--- config.mk ---
export PLATFORM = sky130hd
export DESIGN_NAME = tlb_div
export DESIGN_NICKNAME = d
export VERILOG_FILES = /design/src/tlb_pkg.sv /design/src/tlb_div.sv
export SDC_FILE = /design/constraint.sdc
export NUM_CORES = 1
export LEC_CHECK = 0
export ABC_AREA = 1
export BUFFER_PORTS_ARGS = -buffer_cell sky130_fd_sc_hd__buf_2
export CORE_ASPECT_RATIO = 1.75
export CORE_MARGIN = 5
export CORE_UTILIZATION = 31
export DETAILED_ROUTE_END_ITERATION = 7
export PLACE_DENSITY_LB_ADDON = 0.12
export SLEW_MARGIN = 20
export SYNTH_ARGS = -nofsm -noshare
export SYNTH_HDL_FRONTEND = slang
export SYNTH_SLANG_ARGS = --single-unit
--- constraint.sdc ---
create_clock -name i_clk -period 1.9 [get_ports i_clk]
set_input_delay 0.095 -clock i_clk [delete_from_list [all_inputs] [get_ports i_clk]]
set_output_delay 0.095 -clock i_clk [all_outputs]
set_load 0.01 [all_outputs]
--- src/tlb_pkg.sv ---
// Shared types and constants of the tile light binner.
`timescale 1ns / 1ps
`default_nettype none
package tlb_pkg;

    // Field widths
    localparam int COORD_W   = 13;
    localparam int INDEX_W   = 14;
    localparam int TSIZE_W   = 9;
    localparam int ID_W      = 8;
    localparam int CNT_OUT_W = 9;
    localparam int OFF_OUT_W = 15;
    localparam int RECT_W    = 4 * COORD_W;

    // Divider operand widths
    localparam int DIV_NW = 14;
    localparam int DIV_DW = 9;

    // Commands
    localparam logic [1:0] CMD_LOAD  = 2'd0;
    localparam logic [1:0] CMD_BUILD = 2'd1;
    localparam logic [1:0] CMD_RTILE = 2'd2;
    localparam logic [1:0] CMD_RLIST = 2'd3;

    // Status codes
    localparam logic [1:0] ST_OK    = 2'd0;
    localparam logic [1:0] ST_FULL  = 2'd1;
    localparam logic [1:0] ST_OVF   = 2'd2;
    localparam logic [1:0] ST_RANGE = 2'd3;

    // Register indexes
    localparam logic [2:0] CFG_TILE_W = 3'd0;
    localparam logic [2:0] CFG_TILE_H = 3'd1;
    localparam logic [2:0] CFG_VIEW_W = 3'd2;
    localparam logic [2:0] CFG_VIEW_H = 3'd3;
    localparam logic [2:0] CFG_REJ_W  = 3'd4;
    localparam logic [2:0] CFG_REJ_H  = 3'd5;

    // Divider request and response
    typedef struct packed {
        logic              start;
        logic [DIV_NW-1:0] dividend;
        logic [DIV_DW-1:0] divisor;
    } t_div_req;

    typedef struct packed {
        logic              done;
        logic [DIV_NW-1:0] quotient;
    } t_div_rsp;

endpackage
`default_nettype wire

--- src/tlb_div.sv ---
// Iterative restoring divider, one quotient bit per cycle.
`timescale 1ns / 1ps
`default_nettype none
module tlb_div (
    input  wire logic              i_clk,
    input  wire logic              i_rst_n,
    input  wire tlb_pkg::t_div_req i_req,
    output tlb_pkg::t_div_rsp      o_rsp
);

    localparam int NW = tlb_pkg::DIV_NW;
    localparam int DW = tlb_pkg::DIV_DW;

    logic          r_busy;
    logic          r_done;
    logic [3:0]    r_cnt;
    logic [DW:0]   r_rem;
    logic [NW-1:0] r_quo;
    logic [DW-1:0] r_dsr;

    logic [DW:0]   n_shift;
    logic          n_ge;
    logic [DW:0]   n_rem;

    // One trial subtraction
    always_comb begin
        n_shift = {r_rem[DW-1:0], r_quo[NW-1]};
        n_ge    = (n_shift >= {1'b0, r_dsr});
        n_rem   = n_ge ? (n_shift - {1'b0, r_dsr}) : n_shift;
    end

    always_ff @(posedge i_clk) begin
        if (!i_rst_n) begin
            r_busy <= 1'b0;
            r_done <= 1'b0;
            r_cnt  <= '0;
        end else begin
            // done pulses after the last quotient bit
            r_done <= !i_req.start && r_busy && (r_cnt == 4'(NW - 1));
            if (i_req.start) begin
                r_busy <= 1'b1;
                r_cnt  <= '0;
                r_rem  <= '0;
                r_quo  <= i_req.dividend;
                r_dsr  <= i_req.divisor;
            end else if (r_busy) begin
                r_rem <= n_rem;
                r_quo <= {r_quo[NW-2:0], n_ge};
                r_cnt <= r_cnt + 4'd1;
                if (r_cnt == 4'(NW - 1)) begin
                    r_busy <= 1'b0;
                end
            end
        end
    end

    assign o_rsp.done     = r_done;
    assign o_rsp.quotient = r_quo;

endmodule
`default_nettype wire

==> qor.yml <==
global_route:
  grt_pass1_vias: 1858
  grt_usage: 0.129
  grt_first_pass_wirelength_mm: 8.63
  grt_max_degree: 18
  antenna_found_initial: 0
  grt_overflow: 0
route:
  wire_per_inst_um: 12.3
  first_iter_violations: 48
  post-route-drc-count: 0
  vias: 1757
  first_pass_iters: 4
  final_antenna_net_count: 0
  wl_mm: 4.97
  vias_per_cell: 4.35
cells_and_area:
  drive_above_1_share: 0.332
  antenna_cells: 0
  stdcell_area_um2: 2940
  final_common_cell: "nand2_1"
  fin_nets: 359
  area_growth_pct: 39.6
  layout_common_cells: "nand2_1, buf_2, edfxtp_1"
power_and_ir_drop:
  peakVddDrop_uv: 658
  power_leakage_nw: 1.43
  power.density_nw_per_um2: 903
  finalPower_mw: 2.66
worst_setup_path:
  crit_arrival_ps: 1960
  critPathLaunchType: "register"
  max_stage_delay_ps: 400
  critPathMaxFanout: 6
  path_common_cell: "nand2_2"
  critPathSlowestCell: "edfxtp_1"
  required_ps: 1940
  cp-end-kind: "register"
  crit_chain: "inv_2 -> ha_4 -> inv_2 -> fa_2 -> nand2_2 -> nand2_2 -> nand3_2 -> nand2_2 -> nand2_4 -> nand2_4 -> buf_12 -> nor2_4 -> nor2_2"
  critPathKind: "reg -> reg"
  r2r_slack_ps: -10
synth:
  synth.distinct_cells: 27
  synth-seq-cells: 38
  ys_top_cells_by_area: "edfxtp_1, nand2_1, ha_1"
  netlist_area_um2: 2110
  yosys_warnings: 0
  postSynthCellCount: 247
  synth_top_area_frac: 0.456
  yosysSeqAreaShare: 0.512
  yosysTopAreaCell: "edfxtp_1"
  synth.net_count: 285
  syn_area_per_cell_um2: 8.54
die:
  dieArea_um2: 8620
  die_w_um: 72.4
  die_h_um: 119
  initial_utilization: 0.320
  io_pins: 41
  num_rows: 39
  fp.coreArea_um2: 6590
min_path:
  hold_class: "in -> reg"
timing:
  finalSetupViolCount: 5
  fmax_mhz: 523
  rsz0062_at_grt: "true"
  fin_crit_sh: 1.01
  worst_slew_pin_slew_ps: 431
  setup_slack_ps: -13.8
  hold_viol_final: 0
  finalSetupTns_ps: -39.8
  slew_headroom: 0.712
  fin_skew_ps: 5.49
  slew_violations: 0
  min_period_ps: 1910
place:
  hpwl_mm: 3.94
  placed_cell_area_um2: 2550
  portBuffers: 40
  place.gp.congestion: 0.819
job:
  cap_violations: 0
outcome:
  status: "complete, but fails checks"
  violations: "setup timing"
cts:
  cts.sinks: 38
  clkTransAtPathRegs_ps: 60
  cts_made_buffers: 5
  cts_root_buf: "clkbuf_16"
  clockBufferDepth: 2
  h-tree-depth: 2
  cts_tree: "built"
  worstSkewPairLatency_ps: 280
## routing by layer
layer / routed length (µm) / up-vias / global-route usage / part of all wire
met1: 1950 / 796 / 0.139 / 0.39
met2: 2730 / 35 / 0.236 / 0.55
li1: - / 921 / - / -
met4: 90 / 0 / 0.0565 / 0.018
met3: 204 / 5 / 0.0270 / 0.041
met5: 0 / - / 0 / 0
## registers in the layout, summed over array words and instances, names as in the netlist
name    count
r_dsr       9
r_rem       9
r_quo      14
r_done      1
r_busy      1
r_cnt       4
## cell type report
| cell class | count | area [µm²] |
|---|---|---|
| inverters | 35 | 131 |
| repair buffers | 73 | 490 |
| clock buffers | 8 | 146 |
| multi-input cells | 168 | 992 |
| flip-flops and latches | 38 | 1080 |
| well taps | 82 | 103 |
| fillers | 672 | 3640 |
## power by group
group / switching (mW) / total [mW] / internal [mW]
combinational: 0.422 / 0.778 / 0.357
sequential: 0.0533 / 1.06 / 1.00
clock: 0.302 / 0.825 / 0.523
## cell families after synthesis
group	synth area share
adders and majority gates	0.0747
xor gates and xnor gates	0.0125
and+or+nand+nor	0.294
buffers and inverters	0.0801
DFF	0.512
AOI/OAI and AO/OA	0.0261
## cell usage after synthesis
cell       n
nand2_1   93
inv_1     34
edfxtp_1  32
nor2_1    22
ha_1      11
nand3_1    8
dfxtp_1    6
a21oi_1    5
nor2_2     5
nand2_2    4
nand3b_1   4
clkbuf_1   3
o21ai_0    3
buf_4      2
nand2_4    2
xor2_1     2
a211oi_1   1
buf_6      1
fa_1       1
inv_2      1
nand3_2    1
nand4_1    1
nor3_1     1
nor3_2     1
o21a_1     1
or2_4      1
xnor2_1    1
## metrics by stage
stage               std cells   util  setup WS [ps]  hold WS [ps]
floorplan                 247      -          -54.3           194
global placement          383  0.387          -64.8           273
detailed placement        383  0.387          -72.7           274
CTS                       402  0.432          -32.4          69.6
global route              404  0.447           -133          91.6
finish                    404  0.447          -13.8          79.9
## final timing paths
kind | from | endpoint | depth (start not counted)
max | r_quo[13]$_DFFE_PP_ | r_rem[5]$_SDFFCE_PP0P_ | 13
min | i_req[18] | r_quo[9]$_DFFE_PP_ | 3
max reg2reg | r_quo[13]$_DFFE_PP_ | r_rem[5]$_SDFFCE_PP0P_ | 13
min reg2reg | r_cnt[3]$_SDFFE_PP0P_ | r_cnt[3]$_SDFFE_PP0P_ | 1
## critical path: cells and delay by family (launching register included)
family / cells / cell delay, ps
fa+ha+maj: 2 / 470
buf+inv: 3 / 280
flops: 1 / 400
simple gates: 8 / 530
## repair_timing
action                     4_1_cts  5_1_grt
hold buffers                     9        0
hold endpoints to repair         9        0
pin swaps                        9        9
setup endpoints to repair       10       10
resized for setup               10       15
cloned                           0        0
setup buffers                    2        2
No activity file was read; power rests on OpenSTA's default activity.
